[src/twt_pkg.sv]
// ----------------------------------------------------------------------------
// twt_pkg
// Shared types, byte codes and the character classifier of the text word
// tokenizer.
// ----------------------------------------------------------------------------
package twt_pkg;

	localparam int WORD_BUFFER_DEF = 32;
	localparam int DESC_DEPTH      = 4;
	localparam int CHAR_W          = 8;
	localparam int IDX_W           = 5;
	localparam int NUM_W           = 16;
	localparam int IN_TDATA_W      = 8;
	localparam int OUT_TDATA_W     = 32;
	localparam logic [NUM_W-1:0] NUM_MAX = '1;

	// Byte codes
	localparam logic [7:0] CH_TAB    = 8'h09;
	localparam logic [7:0] CH_NL     = 8'h0A;
	localparam logic [7:0] CH_SPACE  = 8'h20;
	localparam logic [7:0] CH_EXCL   = 8'h21;
	localparam logic [7:0] CH_QUOTE  = 8'h22;
	localparam logic [7:0] CH_AMP    = 8'h26;
	localparam logic [7:0] CH_APOS   = 8'h27;
	localparam logic [7:0] CH_LPAR   = 8'h28;
	localparam logic [7:0] CH_RPAR   = 8'h29;
	localparam logic [7:0] CH_PLUS   = 8'h2B;
	localparam logic [7:0] CH_COMMA  = 8'h2C;
	localparam logic [7:0] CH_DASH   = 8'h2D;
	localparam logic [7:0] CH_DOT    = 8'h2E;
	localparam logic [7:0] CH_SLASH  = 8'h2F;
	localparam logic [7:0] CH_COLON  = 8'h3A;
	localparam logic [7:0] CH_SEMI   = 8'h3B;
	localparam logic [7:0] CH_LT     = 8'h3C;
	localparam logic [7:0] CH_GT     = 8'h3E;
	localparam logic [7:0] CH_QMARK  = 8'h3F;
	localparam logic [7:0] CH_LBRK   = 8'h5B;
	localparam logic [7:0] CH_RBRK   = 8'h5D;
	localparam logic [7:0] CH_LBRACE = 8'h7B;
	localparam logic [7:0] CH_RBRACE = 8'h7D;

	// Scanner states
	typedef enum logic [4:0] {
		MODE_DETECT = 5'b00001,
		MODE_SKIP   = 5'b00010,
		MODE_TAG    = 5'b00100,
		MODE_QUOTE  = 5'b01000,
		MODE_WORD   = 5'b10000
	} mode_t;

	typedef struct packed {
		logic white;
		logic punct;
		logic delim;
	} char_class_t;

	// Queue fill status seen by the front end
	typedef struct packed {
		logic ring_full;
		logic desc_full;
	} q_status_t;

	// Read control from the emitter to the queue
	typedef struct packed {
		logic issue;
		logic done;
	} rd_ctrl_t;

	function automatic char_class_t classify(input logic [7:0] b);
		char_class_t c;
		c = '0;
		unique case (b) inside
			CH_SPACE, CH_TAB, CH_NL: begin
				c = '{white: 1'b1, punct: 1'b0, delim: 1'b1};
			end
			CH_DASH: begin
				c = '{white: 1'b0, punct: 1'b1, delim: 1'b0};
			end
			CH_DOT, CH_COMMA, CH_QMARK, CH_COLON, CH_SEMI, CH_EXCL, CH_LT, CH_GT,
			CH_LPAR, CH_RPAR, CH_LBRACE, CH_RBRACE, CH_LBRK, CH_RBRK, CH_PLUS,
			CH_AMP, CH_APOS, CH_QUOTE, CH_SLASH: begin
				c = '{white: 1'b0, punct: 1'b1, delim: 1'b1};
			end
			default: begin
				c = '0;
			end
		endcase
		return c;
	endfunction

endpackage

[src/twt_front.sv]
// ----------------------------------------------------------------------------
// twt_front
// Byte scanner: classifies each input byte, tracks tags and quotes, writes
// word characters to the character ring and pushes one descriptor per word.
// ----------------------------------------------------------------------------
module twt_front #(
	parameter int WORD_BUFFER = twt_pkg::WORD_BUFFER_DEF,
	parameter int LEN_W       = $clog2(WORD_BUFFER)
) (
	input  logic                              clk,
	input  logic                              arst_n,
	input  logic                              s_axis_tvalid,
	output logic                              s_axis_tready,
	input  logic [twt_pkg::IN_TDATA_W-1:0]    s_axis_tdata,  // [7:0] byte_value
	input  logic                              s_axis_tlast,  // end_of_stream
	input  twt_pkg::q_status_t                status,
	output logic                              wr_en,
	output logic [twt_pkg::CHAR_W-1:0]        wr_data,
	output logic                              push,
	output logic [twt_pkg::NUM_W+2*LEN_W-1:0] push_desc      // {number, total, kept}
);
	import twt_pkg::*;

	localparam int WORD_LIMIT = WORD_BUFFER - 1;

	mode_t             mode_q, mode_eff, mode_nx;
	logic              html_q, html_eff;
	logic [LEN_W-1:0]  fill_q, kept_fill_q;
	logic [LEN_W-1:0]  fill_after, kept_after;
	logic [NUM_W-1:0]  counter_q;
	char_class_t       cls;
	logic              detect_exit, store, flush, accept;
	logic [7:0]        byte_in;

	assign byte_in       = s_axis_tdata[7:0];
	assign s_axis_tready = !status.ring_full && !status.desc_full;
	assign accept        = s_axis_tvalid && s_axis_tready;

	// Scan one byte: next mode, store and flush decisions
	always_comb begin
		cls         = classify(byte_in);
		detect_exit = (mode_q == MODE_DETECT) && !cls.white;
		mode_eff    = detect_exit ? MODE_SKIP : mode_q;
		html_eff    = detect_exit ? (byte_in == CH_LT) : html_q;
		mode_nx     = mode_eff;
		store       = 1'b0;
		flush       = 1'b0;
		fill_after  = fill_q;
		kept_after  = kept_fill_q;
		unique case (mode_eff)
			MODE_SKIP: begin
				if (html_eff && byte_in == CH_LT) begin
					mode_nx = MODE_TAG;
				end else if (!(cls.white || cls.punct)) begin
					store      = 1'b1;
					fill_after = LEN_W'(1);
					kept_after = LEN_W'(1);
					if (fill_after >= LEN_W'(WORD_LIMIT)) begin
						flush = 1'b1;
					end else begin
						mode_nx = MODE_WORD;
					end
				end
			end
			MODE_TAG: begin
				if (byte_in == CH_GT) begin
					mode_nx = MODE_SKIP;
				end else if (byte_in == CH_QUOTE) begin
					mode_nx = MODE_QUOTE;
				end
			end
			MODE_QUOTE: begin
				if (byte_in == CH_QUOTE) begin
					mode_nx = MODE_TAG;
				end
			end
			MODE_WORD: begin
				if (cls.white || cls.delim) begin
					flush   = 1'b1;
					mode_nx = MODE_SKIP;
				end else begin
					store      = 1'b1;
					fill_after = fill_q + LEN_W'(1);
					if (!cls.punct) begin
						kept_after = fill_after;
					end
					if (fill_after >= LEN_W'(WORD_LIMIT)) begin
						flush   = 1'b1;
						mode_nx = MODE_SKIP;
					end
				end
			end
			MODE_DETECT: begin
				mode_nx = MODE_DETECT;
			end
			default: begin
				mode_nx = MODE_DETECT;
			end
		endcase
		// End of record flushes a word still open
		if (s_axis_tlast && mode_nx == MODE_WORD && !flush) begin
			flush = 1'b1;
		end
	end

	assign wr_en     = accept && store;
	assign wr_data   = byte_in;
	assign push      = accept && flush;
	assign push_desc = {counter_q, fill_after, kept_after};

	// Advance scanner state on each transaction; end of record resets it
	always_ff @(posedge clk or negedge arst_n) begin
		if (!arst_n) begin
			mode_q      <= MODE_DETECT;
			html_q      <= 1'b0;
			fill_q      <= '0;
			kept_fill_q <= '0;
			counter_q   <= '0;
		end else if (accept) begin
			if (s_axis_tlast) begin
				mode_q      <= MODE_DETECT;
				html_q      <= 1'b0;
				fill_q      <= '0;
				kept_fill_q <= '0;
				counter_q   <= '0;
			end else begin
				mode_q      <= mode_nx;
				html_q      <= html_eff;
				fill_q      <= flush ? '0 : fill_after;
				kept_fill_q <= flush ? '0 : kept_after;
				if (flush && counter_q != NUM_MAX) begin
					counter_q <= counter_q + NUM_W'(1);
				end
			end
		end
	end

	a_fill_below_limit: assert property (@(posedge clk) disable iff (!arst_n)
		fill_q < LEN_W'(WORD_LIMIT))
		else $error("word fill reached the store limit");

	a_word_has_start: assert property (@(posedge clk) disable iff (!arst_n)
		mode_q == MODE_WORD |-> (fill_q != '0 && kept_fill_q != '0))
		else $error("word mode with no leading character");

	a_desc_sane: assert property (@(posedge clk) disable iff (!arst_n)
		push |-> (kept_after != '0 && kept_after <= fill_after))
		else $error("word descriptor with bad trimmed length");

endmodule

[src/twt_queue.sv]
// ----------------------------------------------------------------------------
// twt_queue
// Decoupling queue: a character ring memory holding finished and pending
// word characters, plus a short descriptor queue with one entry per word.
// ----------------------------------------------------------------------------
module twt_queue #(
	parameter int LEN_W   = 5,
	parameter int RING_AW = LEN_W + 1
) (
	input  logic                              clk,
	input  logic                              arst_n,
	input  logic                              wr_en,
	input  logic [twt_pkg::CHAR_W-1:0]        wr_data,
	input  logic                              push,
	input  logic [twt_pkg::NUM_W+2*LEN_W-1:0] push_desc,
	output twt_pkg::q_status_t                status,
	output logic                              head_valid,
	output logic [twt_pkg::NUM_W+2*LEN_W-1:0] head_desc,
	input  twt_pkg::rd_ctrl_t                 rd_ctrl,
	input  logic [LEN_W-1:0]                  rd_offset,
	output logic [twt_pkg::CHAR_W-1:0]        rd_data
);
	import twt_pkg::*;

	localparam int RING_DEPTH = 2 ** RING_AW;
	localparam int DESC_AW    = $clog2(DESC_DEPTH);
	localparam int DESC_W     = NUM_W + 2 * LEN_W;

	logic [CHAR_W-1:0]  ring_mem [RING_DEPTH];
	logic [CHAR_W-1:0]  rd_data_q;
	logic [RING_AW:0]   wptr_q, rptr_q, ring_used;
	logic [RING_AW-1:0] rd_addr;
	logic [DESC_W-1:0]  desc_mem [DESC_DEPTH];
	logic [DESC_AW:0]   dw_q, dr_q, desc_used;
	logic [LEN_W-1:0]   head_total;

	assign ring_used        = wptr_q - rptr_q;
	assign desc_used        = dw_q - dr_q;
	assign status.ring_full = ring_used == (RING_AW + 1)'(RING_DEPTH);
	assign status.desc_full = desc_used == (DESC_AW + 1)'(DESC_DEPTH);
	assign head_valid       = dw_q != dr_q;
	assign head_desc        = desc_mem[dr_q[DESC_AW-1:0]];
	assign head_total       = head_desc[2*LEN_W-1:LEN_W];
	assign rd_addr          = rptr_q[RING_AW-1:0] + RING_AW'(rd_offset);
	assign rd_data          = rd_data_q;

	// Character ring: one write and one registered read per cycle
	always_ff @(posedge clk) begin
		if (wr_en) begin
			ring_mem[wptr_q[RING_AW-1:0]] <= wr_data;
		end
		if (rd_ctrl.issue) begin
			rd_data_q <= ring_mem[rd_addr];
		end
	end

	// Descriptor storage
	always_ff @(posedge clk) begin
		if (push) begin
			desc_mem[dw_q[DESC_AW-1:0]] <= push_desc;
		end
	end

	// Pointers: release the whole word, trimmed tail included, when it is done
	always_ff @(posedge clk or negedge arst_n) begin
		if (!arst_n) begin
			wptr_q <= '0;
			rptr_q <= '0;
			dw_q   <= '0;
			dr_q   <= '0;
		end else begin
			if (wr_en) begin
				wptr_q <= wptr_q + (RING_AW + 1)'(1);
			end
			if (push) begin
				dw_q <= dw_q + (DESC_AW + 1)'(1);
			end
			if (rd_ctrl.done) begin
				dr_q   <= dr_q + (DESC_AW + 1)'(1);
				rptr_q <= rptr_q + (RING_AW + 1)'(head_total);
			end
		end
	end

	a_ring_bound: assert property (@(posedge clk) disable iff (!arst_n)
		ring_used <= (RING_AW + 1)'(RING_DEPTH))
		else $error("character ring overrun");

	a_desc_order: assert property (@(posedge clk) disable iff (!arst_n)
		!(push && status.desc_full) && !(rd_ctrl.done && !head_valid))
		else $error("descriptor queue overflow or underflow");

endmodule

[src/twt_back.sv]
// ----------------------------------------------------------------------------
// twt_back
// Word emitter: walks the head word in the ring one character per cycle when
// not stalled, driving the stream through a read stage and an output register.
// ----------------------------------------------------------------------------
module twt_back #(
	parameter int LEN_W = 5
) (
	input  logic                              clk,
	input  logic                              arst_n,
	input  logic                              head_valid,
	input  logic [twt_pkg::NUM_W+2*LEN_W-1:0] head_desc,
	output twt_pkg::rd_ctrl_t                 rd_ctrl,
	output logic [LEN_W-1:0]                  rd_offset,
	input  logic [twt_pkg::CHAR_W-1:0]        rd_data,
	output logic                              m_axis_tvalid,
	input  logic                              m_axis_tready,
	output logic [twt_pkg::OUT_TDATA_W-1:0]   m_axis_tdata,  // [7:0] char_value,
	                                                         // [12:8] char_index,
	                                                         // [28:13] word_number
	output logic                              m_axis_tlast   // end_of_word
);
	import twt_pkg::*;

	localparam int DESC_W = NUM_W + 2 * LEN_W;

	logic [LEN_W-1:0]  k_q, kept;
	logic [NUM_W-1:0]  num;
	logic              out_free, issue, last_k;
	logic              valid_s1, last_s1;
	logic [LEN_W-1:0]  idx_s1;
	logic [NUM_W-1:0]  num_s1;
	logic              out_valid_q, out_last_q;
	logic [CHAR_W-1:0] out_char_q;
	logic [IDX_W-1:0]  out_idx_q;
	logic [NUM_W-1:0]  out_num_q;

	assign kept     = head_desc[LEN_W-1:0];
	assign num      = head_desc[DESC_W-1 -: NUM_W];
	assign out_free = !out_valid_q || m_axis_tready;
	assign issue    = head_valid && (!valid_s1 || out_free);
	assign last_k   = k_q == (kept - LEN_W'(1));

	assign rd_ctrl.issue = issue;
	assign rd_ctrl.done  = issue && last_k;
	assign rd_offset     = k_q;

	assign m_axis_tvalid = out_valid_q;
	assign m_axis_tlast  = out_last_q;
	assign m_axis_tdata  = {3'b000, out_num_q, out_idx_q, out_char_q};

	// Character counter within the head word
	always_ff @(posedge clk or negedge arst_n) begin
		if (!arst_n) begin
			k_q <= '0;
		end else if (issue) begin
			k_q <= last_k ? '0 : k_q + LEN_W'(1);
		end
	end

	// Read stage and output register valid bits
	always_ff @(posedge clk or negedge arst_n) begin
		if (!arst_n) begin
			valid_s1    <= 1'b0;
			out_valid_q <= 1'b0;
		end else begin
			if (issue) begin
				valid_s1 <= 1'b1;
			end else if (out_free) begin
				valid_s1 <= 1'b0;
			end
			if (out_free) begin
				out_valid_q <= valid_s1;
			end
		end
	end

	// Payload: hold while stalled
	always_ff @(posedge clk) begin
		if (issue) begin
			idx_s1  <= k_q;
			num_s1  <= num;
			last_s1 <= last_k;
		end
		if (out_free && valid_s1) begin
			out_char_q <= rd_data;
			out_idx_q  <= IDX_W'(idx_s1);
			out_num_q  <= num_s1;
			out_last_q <= last_s1;
		end
	end

	a_counter_wraps: assert property (@(posedge clk) disable iff (!arst_n)
		rd_ctrl.done |=> k_q == '0)
		else $error("character counter not cleared after word end");

endmodule

[src/text_word_tokenizer_top.sv]
// ----------------------------------------------------------------------------
// text_word_tokenizer_top
// Splits a text record, one byte per transaction, into words and emits each
// word one character per transaction with its index and word number.
// ----------------------------------------------------------------------------
// Usage:
//   s_axis carries the record: tdata[7:0] is the byte, tlast marks the last
//   byte of the record. m_axis carries one character per transaction:
//   tdata[7:0] character, [12:8] index in the word, [28:13] word number
//   (saturating), tlast on the last character of the word.
//   The scanner takes one byte per cycle. It stalls only when the character
//   ring (2 * 2**clog2(WORD_BUFFER) bytes) or the four-entry word queue is
//   full. The emitter sends one character per cycle while m_axis_tready is
//   high. The first character of a word is presented on m_axis once its
//   descriptor has passed the word queue, the read stage and the output
//   register, if the emitter is idle.
//   A stall on m_axis backs up the output register, the read stage and the
//   queue; the scanner keeps taking bytes until the queue fills.
//   Reset empties the queues and returns the scanner to its start state; no
//   memory clearing pass is needed. tlast on the input flushes any open word
//   and restarts the scanner and word numbering for the next record.
// ----------------------------------------------------------------------------
module text_word_tokenizer_top #(
	parameter int WORD_BUFFER = twt_pkg::WORD_BUFFER_DEF
) (
	input  logic                            clk,
	input  logic                            arst_n,
	input  logic                            s_axis_tvalid,
	output logic                            s_axis_tready,
	input  logic [twt_pkg::IN_TDATA_W-1:0]  s_axis_tdata,  // [7:0] byte_value
	input  logic                            s_axis_tlast,  // end_of_stream
	output logic                            m_axis_tvalid,
	input  logic                            m_axis_tready,
	output logic [twt_pkg::OUT_TDATA_W-1:0] m_axis_tdata,  // [7:0] char_value,
	                                                       // [12:8] char_index,
	                                                       // [28:13] word_number
	output logic                            m_axis_tlast   // end_of_word
);
	import twt_pkg::*;

	localparam int LEN_W   = $clog2(WORD_BUFFER);
	localparam int RING_AW = LEN_W + 1;
	localparam int DESC_W  = NUM_W + 2 * LEN_W;

	q_status_t         status;
	rd_ctrl_t          rd_ctrl;
	logic              wr_en, push, head_valid;
	logic [CHAR_W-1:0] wr_data, rd_data;
	logic [DESC_W-1:0] push_desc, head_desc;
	logic [LEN_W-1:0]  rd_offset;

	twt_front #(
		.WORD_BUFFER (WORD_BUFFER),
		.LEN_W       (LEN_W)
	) u_front (
		.clk           (clk),
		.arst_n        (arst_n),
		.s_axis_tvalid (s_axis_tvalid),
		.s_axis_tready (s_axis_tready),
		.s_axis_tdata  (s_axis_tdata),
		.s_axis_tlast  (s_axis_tlast),
		.status        (status),
		.wr_en         (wr_en),
		.wr_data       (wr_data),
		.push          (push),
		.push_desc     (push_desc)
	);

	twt_queue #(
		.LEN_W   (LEN_W),
		.RING_AW (RING_AW)
	) u_queue (
		.clk        (clk),
		.arst_n     (arst_n),
		.wr_en      (wr_en),
		.wr_data    (wr_data),
		.push       (push),
		.push_desc  (push_desc),
		.status     (status),
		.head_valid (head_valid),
		.head_desc  (head_desc),
		.rd_ctrl    (rd_ctrl),
		.rd_offset  (rd_offset),
		.rd_data    (rd_data)
	);

	twt_back #(
		.LEN_W (LEN_W)
	) u_back (
		.clk           (clk),
		.arst_n        (arst_n),
		.head_valid    (head_valid),
		.head_desc     (head_desc),
		.rd_ctrl       (rd_ctrl),
		.rd_offset     (rd_offset),
		.rd_data       (rd_data),
		.m_axis_tvalid (m_axis_tvalid),
		.m_axis_tready (m_axis_tready),
		.m_axis_tdata  (m_axis_tdata),
		.m_axis_tlast  (m_axis_tlast)
	);

endmodule

[config.mk]
export PLATFORM = sky130hd
export DESIGN_NAME = text_word_tokenizer_top
export DESIGN_NICKNAME = d
export VERILOG_FILES = /design/src/twt_pkg.sv /design/src/twt_front.sv /design/src/twt_queue.sv /design/src/twt_back.sv /design/src/text_word_tokenizer_top.sv
export SDC_FILE = /design/constraint.sdc
export NUM_CORES = 1
export LEC_CHECK = 0
export BUFFER_PORTS_ARGS = -buffer_cell sky130_fd_sc_hd__clkbuf_2
export CORE_MARGIN = 1
export CORE_UTILIZATION = 30
export CTS_BUF_LIST = sky130_fd_sc_hd__clkbuf_8
export DETAILED_ROUTE_END_ITERATION = 7
export SYNTH_ARGS = -nofsm -noshare
export SYNTH_HDL_FRONTEND = slang
export SYNTH_SLANG_ARGS = --single-unit
[constraint.sdc]
create_clock -name clk -period 4.9 [get_ports clk]
set_input_delay 0.735 -clock clk [delete_from_list [all_inputs] [get_ports clk]]
set_output_delay 0.735 -clock clk [all_outputs]
set_load 0.01 [all_outputs]
# --- After elaboration in Yosys (flattened, before gate mapping) ---
# Memories as Yosys holds them, arrays and structs flattened. A register that Yosys moved wholly into a read port is not among the register bits.
# Index checks and enable logic that the tools add are counted.
totals:
  reg_bits: 111
  latchBits: 0
  ramBits: 616
  romBits: 0
  input_bits: 13
  output_inout_bits: 35
  mem_count: 2
memory_table:
  columns: ["name", "depth", "width", "read_ports", "rd_clocked_by_memory_dff", "write_ports", "line", "rtl"]
  rows:
  - ["u_queue.ring_mem", 64, 8, 1, 1, 1, "twt_queue.sv:29", "logic [CHAR_W-1:0] ring_mem [RING_DEPTH];"]
  - ["u_queue.desc_mem", 4, 26, 1, 0, 1, "twt_queue.sv:33", "logic [DESC_W-1:0] desc_mem [DESC_DEPTH];"]
classes:
  n_addsub: 11
  mul: 0
  div_mod_pow: 0
  magnitude_cmp: 1
  n_eq_ne: 34
  shifts: 0
  n_mux: 43
  bitwise: 0
  n_reduce_logical: 27
op_table:
  columns: ["operator", "n"]
  rows:
  - ["8-bit by 6-bit equality test with 1-bit output, second input constant", 17]
  - ["5-bit 2-to-1 mux", 21]
  - ["8-bit by 7-bit equality test with 1-bit output, second input constant", 4]
  - ["16-bit 2-to-1 mux", 2]
  - ["5-bit one-hot mux with 2 select lines", 2]
  - ["5-bit one-hot mux with 4 select lines", 1]
  - ["19-bit OR reduction", 1]
  - ["16-bit by 1-bit adder with 16-bit output, second input constant", 1]
  - ["8-bit by 4-bit equality test with 1-bit output, second input constant", 2]
  - ["16-bit != test, second input constant", 1]
  - ["1-bit 2-to-1 mux", 15]
  - ["1-bit logical AND", 12]
  - ["5-bit by 1-bit adder with 5-bit output, second input constant", 2]
  - ["5-bit equality test, second input constant", 2]
  - ["3-bit one-hot mux with 3 select lines", 1]
  - ["7-bit by 1-bit adder with 7-bit output, second input constant", 1]
  - ["7-bit by 5-bit adder with 7-bit output", 1]
  - ["7-bit equality test, second input constant", 1]
  - ["7-bit subtractor", 1]
  - ["3-bit by 1-bit adder with 3-bit output, second input constant", 2]
  - ["6-bit by 5-bit adder with 6-bit output", 1]
  - ["1-bit zero test", 6]
  - ["5-bit by 1-bit equality test with 1-bit output, second input constant", 1]
  - ["5-bit by 2-bit equality test with 1-bit output, second input constant", 1]
  - ["13 further kinds", 17]

# --- Logic depth before layout (Yosys ltp) ---
# Gate-level depths: netlist of the first run.
depth:
  depth_word: 16
  mapped_depth: 12
  ltp_nobuf: 10

# --- By module ---
# From an unflattened synthesis of the first run, not the netlist that was laid out.
hier_totals:
  cells_unflattened: 1612
  area_unflattened_um2: 30116.4
modules_own_cells:
  columns: ["mod", "instances", "cells_per_inst", "area_each_um2", "seq_area_each_um2"]
  rows:
  - ["twt_queue", 1, 1186, 25515.7, 19238.5]
  - ["twt_front", 1, 316, 2543.7, 802.0]
  - ["twt_back", 1, 110, 2057.0, 1736.7]

# --- Worst setup path after synthesis of the first run ---
# OpenSTA, ideal clock, no wires.
synth_path:
  path_type: "input-to-reg"
  start: "input s_axis_tdata[3] in the netlist's numbering"
  end: "memory u_queue.ring_mem[27][0], enable pin"
  t_arrival_ns: 3.139
  required_ns: 4.561
  slack_ns: 1.422
  stages: 10
  n_path_buf: 4
  path_cell_list: "buf_6 -> nor4bb_1 -> o311a_4 -> or3_1 -> buf_2 -> or2_1 -> buf_6 -> or4_4 -> buf_6 -> nor2_2"
synth_via:
  elab_chain_cells: 12
  word_cells_on_any_way: 42
  cone_classes: "25 x eq/ne; 9 x mux; 8 x reduce/logical"
synth_lines:
  columns: ["element", "line", "rtl"]
  rows:
  - ["from (decl)", "text_word_tokenizer_top.sv:30", "input logic [twt_pkg::IN_TDATA_W-1:0] s_axis_tdata,"]
  - ["branches (longest 8 deep; another with 19-bit OR reduction)", null, null]
  - ["1-bit one-hot mux with 2 select lines (*)", "twt_front.sv:50", "unique case (mode_eff)"]
  - ["1-bit logical AND (*)", "twt_front.sv:106", "assign wr_en = accept && store;"]
  - ["1-bit 2-to-1 mux (*)", "twt_queue.sv:49", "if (wr_en) begin"]
  - ["1-bit 2-to-1 mux (implied by the code) (*)", "twt_queue.sv:50", "ring_mem[wptr_q[RING_AW-1:0]] <= wr_data;"]
  - ["to (decl)", "twt_queue.sv:29", null]
# Mark *: on every way between the ends.

# --- Worst setup path after layout of the first run ---
layout_path:
  start: "register u_queue.rptr_q[1]"
  end: "output s_axis_tready"
layout_via:
  elab_chain_cells: 4
layout_lines:
  columns: ["element", "line", "rtl"]
  rows:
  - ["from (decl)", "twt_queue.sv:31", "logic [RING_AW:0] wptr_q, rptr_q, ring_used;"]
  - ["from (signal assigned)", "twt_queue.sv:80", "rptr_q <= rptr_q + (RING_AW + 1)'(head_total);"]
  - ["7-bit subtractor", "twt_queue.sv:37", "assign ring_used = wptr_q - rptr_q;"]
  - ["7-bit equality test", "twt_queue.sv:39", "assign status.ring_full = ring_used == (RING_AW + 1)'(RING_DEPTH);"]
  - ["1-bit zero test", "twt_front.sv:36", "assign s_axis_tready = !status.ring_full && !status.desc_full;"]
  - ["1-bit logical AND", "twt_front.sv:36", null]
  - ["to (decl)", "text_word_tokenizer_top.sv:29", "output logic s_axis_tready,"]
# Every way passes these cells.

==> flow_summary_export.csv, run 1 <==
group,metric,value,unit
outcome,status,"completed",
setup_path,end_kind,"output pin",
global_route,grt_pass1_vias,15900,
clock_tree,cts_buffer_depth,3,
power_and_ir_drop,leakagePower,11.1,nW
setup_path,required,4.16,ns
power_and_ir_drop,p_sw_share,34.2,%
power_and_ir_drop,powerDensity,651,mW/mm^2
detailed_routing,drtAntennaViolNets,0,
cells_and_area,layout.cells.non_filler,3068,
floorplan,io_pins,48,
clock_tree,cts.sinks,735,
clock_tree,ctsHoldBuffers,0,
clock_tree,cts_tree,"built",
setup_path,critPathLaunch,"u_queue.rptr_q[1]$_DFFE_PN0P_",
clock_tree,htree_levels,3,
global_route,grt_usage,14.0,%
cells_and_area,drive_gt1_share,25.5,%
timing,relSlewSlack,33.5,%
cells_and_area,final_cell_mix,"edfxtp_1, mux4_2, clkbuf_8",
detailed_routing,drc,0,
synthesis,yosysUniqueCellTypes,72,
detailed_routing,wire_per_inst,22.6,microns
synthesis,yosysSeqAreaShare,73.1,%
setup_path,worstPathMaxFanout,5,
detailed_routing,vias,15300,
floorplan,row_count,115,
detailed_routing,drt_wl_total,69500,microns
place,dpl.hpwl,43600,microns
synthesis,netlist_area,0.0298,sq mm
global_route,grt_overflow,0,
floorplan,dieArea,0.101,sq mm
clock_tree,clk_pin_slew,0.07,ns
timing,drv_slew,0,
clock_tree,cts-root-buf,"clkbuf_8",
timing,fin_skew,0.0651,ns
synthesis,syn_avg_cell_area,19.2,sq um
power_and_ir_drop,clkPwrFrac,22.9,%
power_and_ir_drop,vdd_drop_max,0.000471,V
floorplan,core-area,0.0984,sq mm
timing,hold_viol,0,
flow_run,cap_violations,0,
clock_tree,post_cts_resized,0,
power_and_ir_drop,internal_power,0.0146,W
detailed_routing,drt_iter0_drc,1418,
clock_tree,worstSkewPairLatency,0.73,ns
timing,rsz0062_at_grt,"no",
timing,tns,0,ns
power_and_ir_drop,pwr-share-comb,41.0,%
cells_and_area,nNetsFinal,1728,
detailed_routing,firstDrtPassIters,5,
cells_and_area,area_delta_synth_final,14.1,%
power_and_ir_drop,p_switching,0.00757,W
detailed_routing,via_per_inst,4.99,
setup_path,critPathMaxStageDelay,0.50,ns
setup_path,crit_path_top_delay_cell,"or4_1",
timing,worst_pin_slew,0.997,ns
floorplan,die_y,317,microns
timing,clock.fmax,242,MHz
synthesis,yosysWarningCount,0,
synthesis,synth_edf_count,676,
timing,timing.final.crit_share,84.5,%
setup_path,cp-start-kind,"register",
hold_path,worstHoldPathType,"primary input to asynchronous set/reset pin",
floorplan,start_util,30.3,%
synthesis,synthFlopType,"edfxtp_1",
synthesis,syn_inst,1556,
clock_tree,post_cts_buffers,0,
cells_and_area,layout_commonest_cell,"edfxtp_1",
global_route,grt_pass1_wl,105000,microns
timing,setup_viol,0,
global_route,antenna_found_initial,6,
setup_path,crit_type,"register to output pin",
setup_path,cp-endpoint,"s_axis_tready",
place,routabilityCongestion,0.792,
floorplan,dieWidth,317,microns
place,dp_slack,0.796,ns
timing,holdWs,0.141,ns
power_and_ir_drop,seq_power_share,36.2,%
global_route,grt_max_degree,66,
place,dp_cells,2857,
clock_tree,cts_buffers,112,
setup_path,cp_cell_sequence,"inv_1 -> ha_1 -> nor2b_1 -> or4_1 -> a21oi_1 -> o21ai_0 -> nor3_1 -> a31oi_1 -> clkbuf_2",
setup_path,r2r-end,"u_queue.desc_mem[1][2]$_DFFE_PP_",
setup_path,critPathArrivalTime,3.40,ns
setup_path,r2r_start,"u_queue.rptr_q[1]$_DFFE_PN0P_",
setup_path,rrSetupSlack,0.86,ns
timing,post-route-min-period,4.14,ns
place,io_buffers,44,
synthesis,ys_ff_latch,735,
cells_and_area,fin_util,34.5,%
setup_path,r2r_cells,11,
timing,setup_ws,0.762,ns
synthesis,async_flop_share,8.03,%
## worst max-delay path: cells and delay by family, from the launching register on
kind	cells	cell delay [ns]
flops	1	0.46
compound gates	3	0.55
buf+inv	2	0.30
fa+ha+maj	1	0.32
simple gates	3	1.08
## synth_stat cells, drive strengths merged (18+ instances only)
| master | number | area (sq um) |
|---|---|---|
| nor2 | 94 | 373 |
| dfrtp | 58 | 1450 |
| xnor2 | 23 | 201 |
| buf | 33 | 175 |
| clkbuf | 45 | 169 |
| nor3 | 18 | 90.1 |
| o21ai | 28 | 140 |
| mux4 | 186 | 4190 |
| ha | 29 | 363 |
| inv | 34 | 128 |
| edfxtp | 676 | 20300 |
| a21oi | 26 | 130 |
| nand2 | 63 | 236 |
| nand3 | 26 | 130 |
## cell families after synthesis
family          Yosys count  synth area share (%)
compound gates          145                  3.42
buf+inv                 112                  1.58
mux                     201                  14.6
flops                   735                  73.1
simple gates            297                  4.95
fa+ha+maj                31                  1.35
other cells               1                0.0126
xor+xnor                 34                  1.05
## layer usage
metal	track usage, %	wire [microns]	vias up
met5	0	11	-
met3	2.49	4050	113
met4	4.12	1520	2
met1	19.1	29800	8068
li1	-	-	6593
met2	22.8	34100	524
## worst min path at each step
stage	start	to	slack (ns)	depth (start not counted)
finish	arst_n	u_front.counter_q[3]$_DFFE_PN0P_	0.14	1
global route	arst_n	u_front.counter_q[3]$_DFFE_PN0P_	0.16	1
CTS	arst_n	u_front.counter_q[3]$_DFFE_PN0P_	0.13	1
detailed placement	u_back.num_s1[11]$_DFFE_PP_	u_back.out_num_q[11]$_DFFE_PP_	0.40	0
global placement	u_back.idx_s1[3]$_DFFE_PP_	u_back.out_idx_q[3]$_DFFE_PP_	0.41	0
floorplan	u_back.last_s1$_DFFE_PP_	u_back.m_axis_tlast$_DFFE_PP_	0.40	0
## power by group through the flow
| stage | clock (W) | combinational, W | sequential, W |
|---|---|---|---|
| final | 0.00506 | 0.00906 | 0.00801 |
| after global routing | 0.00543 | 0.00971 | 0.00807 |
| after CTS | 0.00516 | 0.00923 | 0.00802 |
| after detailed placement | 0 | 0.00920 | 0.00814 |
| after global placement | 0 | 0.00909 | 0.00812 |
| after floorplan | 0 | 0.00630 | 0.00804 |
## registers in the layout (all words and copies together), names as in the netlist, 3 cells and up
signal and count:
u_front.counter_q 16, u_front.fill_q 5, u_queue.dr_q 3, u_queue.rptr_q 7, u_front.mode_q 5, u_queue.wptr_q 7
u_back.out_char_q 8, u_front.kept_fill_q 5, u_back.out_num_q 16, u_back.rd_offset 5, u_back.num_s1 16, u_queue.dw_q 3
u_queue.ring_mem 512, u_back.out_idx_q 5, u_queue.rd_data 8, u_back.idx_s1 5, u_queue.desc_mem 104
## per-stage QoR
stage | total power (W) | area, sq um
global route | 0.0232 | 34000
finish | 0.0221 | 34000
global placement | 0.0172 | 31800
CTS | 0.0224 | 34000
detailed placement | 0.0173 | 31800
floorplan | 0.0143 | 29800
## area by class of cell
type / count / area [sq um]
inverter: 34 / 128
fill: 9250 / 64400
clock buffer: 117 / 1610
tap: 1287 / 1610
multi-input combinational: 711 / 7630
sequential: 735 / 21800
timing repair buffer: 90 / 616
clock inverter: 91 / 623
antenna: 3 / 7.51
(Power assumes the default switching activity.)
==> run 2: changes to the inputs <==
==> constraint.sdc (replaced) <==
create_clock -name clk -period 3.8 [get_ports clk]
set_input_delay 0.57 -clock clk [delete_from_list [all_inputs] [get_ports clk]]
set_output_delay 0.57 -clock clk [all_outputs]
set_load 0.01 [all_outputs]
==> run 2 against run 1 <==
Against the previous run:
- design area grew 2.5%
- global-route usage hardly changed
- sequential share of layout area is 1.5 points lower
- highest routed layer unchanged
- clock power up 29%
- register-to-register slack lost 0.67 ns
- largest cell class unchanged
- sequential power grew 29%
- critical path depth up 2
- flip-flop and latch count unchanged
- critical path type is now register to register
==> flow_summary_export.csv, run 2 (same netlist as run 1, synthesis figures left out) <==
group,metric,value,unit
outcome,status,"completed",
global_route,grtUsageMet1,18.8,%
detailed_routing,via_per_inst,4.90,
clock_tree,worstSkewPairLatency,0.76,ns
detailed_routing,drc,0,
timing,relSlewSlack,37.2,%
cells_and_area,fin_area,0.0348,sq mm
timing,tns,0,ns
power_and_ir_drop,total_power,0.0295,W
global_route,antenna_found_initial,4,
detailed_routing,vias,15500,
power_and_ir_drop,seq_power_share,35.0,%
power_and_ir_drop,pwr-share-comb,42.9,%
power_and_ir_drop,p_sw_share,35.0,%
hold_path,worstHoldPathType,"primary input to register",
detailed_routing,drt_wl_total,69400,microns
power_and_ir_drop,clkPwrFrac,22.1,%
setup_path,critPathArrivalTime,4.05,ns
global_route,top_usage_layer,"met2",
timing,worst_pin_slew,0.942,ns
timing,timing.final.crit_share,94.9,%
clock_tree,cts_buffers,118,
floorplan,dieWidth,317,microns
cells_and_area,largest_reg_flops,512,
floorplan,row_count,115,
setup_path,cp_cell_sequence,"inv_1 -> ha_1 -> nor2b_1 -> o21ai_0 -> a21oi_1 -> o21a_1 -> o31a_1 -> nand4_1 -> buf_4 -> nor2_1 -> buf_4",
clock_tree,cts_buffer_depth,3,
timing,post-route-min-period,3.61,ns
global_route,gr-usage-met3,2.42,%
setup_path,crit_top_cell,"buf_4",
timing,rsz0062_at_grt,"no",
clock_tree,clk_pin_slew,0.06,ns
setup_path,worstPathMaxFanout,18,
clock_tree,cts_tree,"built",
timing,clock.fmax,277,MHz
detailed_routing,firstDrtPassIters,5,
cells_and_area,area_delta_synth_final,16.9,%
place,placed_cell_area,0.0325,sq mm
clock_tree,cts.sinks,735,
place,io_buffers,44,
power_and_ir_drop,vdd_drop_max,0.000664,V
setup_path,crit_path_top_delay_cell,"o31a_1",
timing,drv_slew,0,
place,dp_slack,0.0979,ns
clock_tree,htree_levels,3,
cells_and_area,layout_commonest_cell,"edfxtp_1",
global_route,grt_max_degree,65,
global_route,met2_usage,23.4,%
place,routabilityCongestion,0.816,
power_and_ir_drop,p_switching,0.0103,W
setup_path,cp-start-kind,"register",
clock_tree,post_cts_buffers,0,
floorplan,dieArea,0.101,sq mm
cells_and_area,drive_gt1_share,29.4,%
timing,hold_viol,0,
cells_and_area,fin_util,35.4,%
place,dpl.hpwl,45200,microns
power_and_ir_drop,powerDensity,847,mW/mm^2
setup_path,crit_type,"register to register",
setup_path,critPathMaxStageDelay,0.67,ns
cells_and_area,nNetsFinal,1814,
timing,setup_viol,0,
setup_path,required,4.25,ns
global_route,grt_usage,14.0,%
detailed_routing,wire_per_inst,21.9,microns
floorplan,start_util,30.3,%
global_route,grt_overflow,0,
timing,setup_ws,0.193,ns
flow_run,cap_violations,0,
power_and_ir_drop,internal_power,0.0192,W
floorplan,die_y,317,microns
global_route,grt_pass1_vias,16100,
floorplan,io_pins,48,
cells_and_area,final_cell_mix,"edfxtp_1, mux4_2, clkbuf_8",
detailed_routing,drt_iter0_drc,1527,
global_route,grt_pass1_wl,105000,microns
timing,fin_skew,0.0822,ns
floorplan,core-area,0.0984,sq mm
clock_tree,cts-root-buf,"clkbuf_8",
setup_path,end_kind,"register",
detailed_routing,drtAntennaViolNets,0,
power_and_ir_drop,leakagePower,11.6,nW
## run 2: changes by cell type in the layout (fill, tap and decap cells not counted), sizes merged
| cell | before | now |
|---|---|---|
| clkinvlp | 1 | 6 |
| bufinv | 8 | 5 |
| dlygate4sd3 | 0 | 1 |
| buf | 47 | 126 |
| inv | 75 | 71 |
| clkbuf | 160 | 161 |
| clkinv | 41 | 56 |
## run 2: stage by stage
step / cells / hold slack (ns)
final: 3162 / 0.134
after global routing: 3160 / 0.106
after CTS: 3159 / 0.0755
after detailed placement: 2936 / 0.405
after global placement: 2936 / 0.406
after floorplan: 1558 / 0.274
## run 2: power by group through the flow
stage,clock network (W),logic [W],registers (W)
global placement,0,0.0127,0.0105
global route,0.00704,0.0136,0.0104
finish,0.00652,0.0127,0.0103
floorplan,0,0.00812,0.0104
detailed placement,0,0.0128,0.0105
CTS,0.00671,0.0129,0.0103
## run 2: path summary, 6_finish.rpt
path | slack [ns] | to | startpoint | depth (start not counted)
max in group asynchronous | 2.64 | u_front.mode_q[0]$_DFFE_PN1P_ | arst_n | 3
worst min-delay path | 0.13 | u_back.valid_s1$_DFFE_PN0P_ | m_axis_tready | 4
worst max-delay path | 0.19 | u_queue.ring_mem[13][1]$_DFFE_PP_ | u_queue.rptr_q[1]$_DFFE_PN0P_ | 11
worst max register to register | 0.19 | u_queue.ring_mem[13][1]$_DFFE_PP_ | u_queue.rptr_q[1]$_DFFE_PN0P_ | 11
worst min register to register | 0.42 | u_back.out_char_q[1]$_DFFE_PP_ | u_queue.rd_data[1]$_DFFE_PP_ | 0
min in group asynchronous | 0.33 | u_front.counter_q[3]$_DFFE_PN0P_ | arst_n | 2
## run 2: critical path, delay by kind of cell (launching register included)
family / cells / cell delay [ns]
AO/OA/AOI/OAI: 4 / 1.25
AND/OR/NAND/NOR: 3 / 0.75
buffers and inverters: 3 / 0.58
flip-flops: 1 / 0.41
adder cells (fa/ha/maj): 1 / 0.31
## run 2: what timing repair did
item	in CTS	in global routing
gates cloned	0	0
endpoints found under the hold margin	17	0
resized for setup	3	4
endpoints found under the setup margin	1	69
hold buffers	1	0
pin swaps	0	0
## run 2: cell type report
type                       instances  area (sq um)
inverter                          34           128
antenna                            3          7.51
clock buffer                     118          1620
timing repair buffer             170          1370
multi-input combinational        711          7660
fill                            9157         63600
clock inverter                   104           659
sequential                       735         21800
tap                             1287          1610
## run 2: per-layer routing
| layer | share of wire [%] | wire (microns) |
|---|---|---|
| met1 | 43 | 29900 |
| met2 | 50 | 34600 |
| met3 | 5.1 | 3550 |
| met5 | 0.010 | 7 |
| met4 | 1.9 | 1300 |
==> run 3: changes to the inputs <==
--- a/config.mk
+++ b/config.mk
@@ -6,7 +6,7 @@
 export NUM_CORES = 1
 export LEC_CHECK = 0
 export BUFFER_PORTS_ARGS = -buffer_cell sky130_fd_sc_hd__clkbuf_2
-export CORE_MARGIN = 1
+export CORE_MARGIN = 2
 export CORE_UTILIZATION = 30
 export CTS_BUF_LIST = sky130_fd_sc_hd__clkbuf_8
 export DETAILED_ROUTE_END_ITERATION = 7
==> constraint.sdc (replaced) <==
create_clock -name clk -period 4.5 [get_ports clk]
set_input_delay 0.675 -clock clk [delete_from_list [all_inputs] [get_ports clk]]
set_output_delay 0.675 -clock clk [all_outputs]
set_load 0.01 [all_outputs]
==> run 3 against run 2 <==
Against the previous run:
- clock power is 16% lower
- first-iteration DRC count fell by 11%
- clock skew down 0.015 ns
- wire length decreased by 1.3%
- utilization decreased by 0.63 points
- largest power group unchanged
==> flow_summary_export.csv, run 3 (same netlist as run 1, synthesis figures left out) <==
group,metric,value,unit
detailed_routing,drc,0,
floorplan,core-area,0.0984,sq mm
clock_tree,htree_levels,3,
timing,worst_pin_slew,1.02,ns
timing,holdWs,0.246,ns
floorplan,die_y,319,microns
timing,drv_slew,0,
timing,post-route-min-period,4.18,ns
timing,clock.fmax,239,MHz
timing,rsz0062_at_grt,"no",
detailed_routing,drt_wl_total,68500,microns
clock_tree,cts-root-buf,"clkbuf_8",
cells_and_area,regArea,0.0218,sq mm
timing,tns,0,ns
clock_tree,post_cts_buffers,0,
power_and_ir_drop,powerDensity,705,mW/mm^2
place,dpl.hpwl,43900,microns
setup_path,critPathArrivalTime,3.50,ns
setup_path,worstPathMaxFanout,5,
clock_tree,cts_buffer_depth,3,
global_route,grt_max_degree,65,
floorplan,dieArea,0.102,sq mm
clock_tree,worstSkewPairLatency,0.78,ns
setup_path,crit_type,"register to output pin",
clock_tree,post_cts_resized,0,
floorplan,start_util,30.3,%
timing,timing.final.crit_share,92.8,%
outcome,status,"completed",
cells_and_area,nNetsFinal,1751,
detailed_routing,drt_iter0_drc,1354,
detailed_routing,wire_per_inst,22.1,microns
power_and_ir_drop,leakagePower,11.2,nW
power_and_ir_drop,vdd_drop_max,0.000502,V
clock_tree,cts.sinks,735,
cells_and_area,final.fill_count,9250,
cells_and_area,drive_gt1_share,26.5,%
global_route,grt_pass1_wl,103000,microns
floorplan,dieWidth,319,microns
setup_path,cp-start-kind,"register",
place,io_buffers,44,
timing,relSlewSlack,31.7,%
detailed_routing,via_per_inst,4.92,
clock_tree,ctsHoldBuffers,1,
setup_path,required,3.83,ns
detailed_routing,drtAntennaViolNets,0,
cells_and_area,area_delta_synth_final,14.8,%
setup_path,end_kind,"output pin",
detailed_routing,vias,15200,
flow_run,cap_violations,0,
cells_and_area,multi_input_area,0.00763,sq mm
floorplan,row_count,115,
clock_tree,cts_buffers,116,
clock_tree,clk_pin_slew,0.06,ns
floorplan,io_pins,48,
global_route,grt_pass1_vias,15900,
global_route,grt_overflow,0,
timing,fin_skew,0.0675,ns
global_route,grt_usage,13.4,%
place,routabilityCongestion,0.798,
detailed_routing,firstDrtPassIters,5,
cells_and_area,fin_util,34.8,%
hold_path,worstHoldPathType,"primary input to register",
global_route,antenna_found_initial,6,
timing,hold_viol,0,
cells_and_area,layout_commonest_cell,"edfxtp_1",
timing,setup_viol,0,
cells_and_area,final_cell_mix,"edfxtp_1, mux4_2, clkbuf_8",
clock_tree,cts_tree,"built",
cells_and_area,largest_reg_flops,512,
## run 3: changes by cell type in the layout (fill, tap and decap cells not counted), sizes merged
| cell | previous run | this run |
|---|---|---|
| clkbuf | 161 | 163 |
| clkinvlp | 6 | 2 |
| diode | 3 | 4 |
| buf | 126 | 65 |
| bufinv | 5 | 4 |
## run 3: metal layers
| layer | up-vias | track usage [%] | wire length [microns] |
|---|---|---|---|
| met4 | 6 | 3.85 | 1580 |
| met1 | 7993 | 18.0 | 29200 |
| met5 | - | 0 | 41 |
| met3 | 122 | 3.08 | 4200 |
| met2 | 461 | 21.8 | 33400 |
| li1 | 6659 | - | - |
## run 3: power breakdown
| part | switching, W | internal [W] |
|---|---|---|
| registers | 0.000373 | 0.00833 |
| logic | 0.00516 | 0.00479 |
| clock network | 0.00271 | 0.00275 |
| total | 0.00825 | 0.0159 |
## run 3: critical path: stages (launching register included)
cell and delay, ns:
dfrtp_1 0.44, inv_1 0.11, ha_1 0.31, nor2b_1 0.16
or4_1 0.48, a21oi_1 0.20, o21ai_0 0.25, nor3_1 0.52
a31oi_1 0.12, clkbuf_2 0.19
## run 3: final timing paths
path / depth (start not counted) / slack, ns / start / end
worst max-delay path: 9 / 0.32 / u_queue.rptr_q[1]$_DFFE_PN0P_ / s_axis_tready
worst min-delay path: 3 / 0.25 / m_axis_tready / u_back.m_axis_tvalid$_DFFE_PN0N_
worst max register to register: 8 / 0.47 / u_back.rd_offset[0]$_DFFE_PN0P_ / u_queue.rd_data[3]$_DFFE_PP_
worst min register to register: 0 / 0.39 / u_back.num_s1[8]$_DFFE_PP_ / u_back.out_num_q[8]$_DFFE_PP_
min in group asynchronous: 2 / 0.54 / arst_n / u_front.counter_q[1]$_DFFE_PN0P_
max in group asynchronous: 3 / 2.93 / arst_n / u_front.mode_q[0]$_DFFE_PN1P_
## run 3: final cells by class
class                           instances  share of cell area (%)
Sequential cell                       735                    63.6
Clock buffer                          120                    4.83
Multi-Input combinational cell        711                    22.3
Clock inverter                         99                    1.79
Tap cell                             1287                    4.70
Timing Repair Buffer                  109                    2.37
Antenna cell                            4                  0.0292
Inverter                               34                   0.373
## run 3: metrics by stage
step,instances,total power (W),cell area (sq um),setup slack [ns]
after floorplan,1558,0.0156,29800,1.05
after global placement,2875,0.0189,31900,0.372
after detailed placement,2875,0.0190,31900,0.275
after CTS,3095,0.0245,34200,0.372
after global routing,3096,0.0254,34200,0.104
final,3099,0.0241,34200,0.324
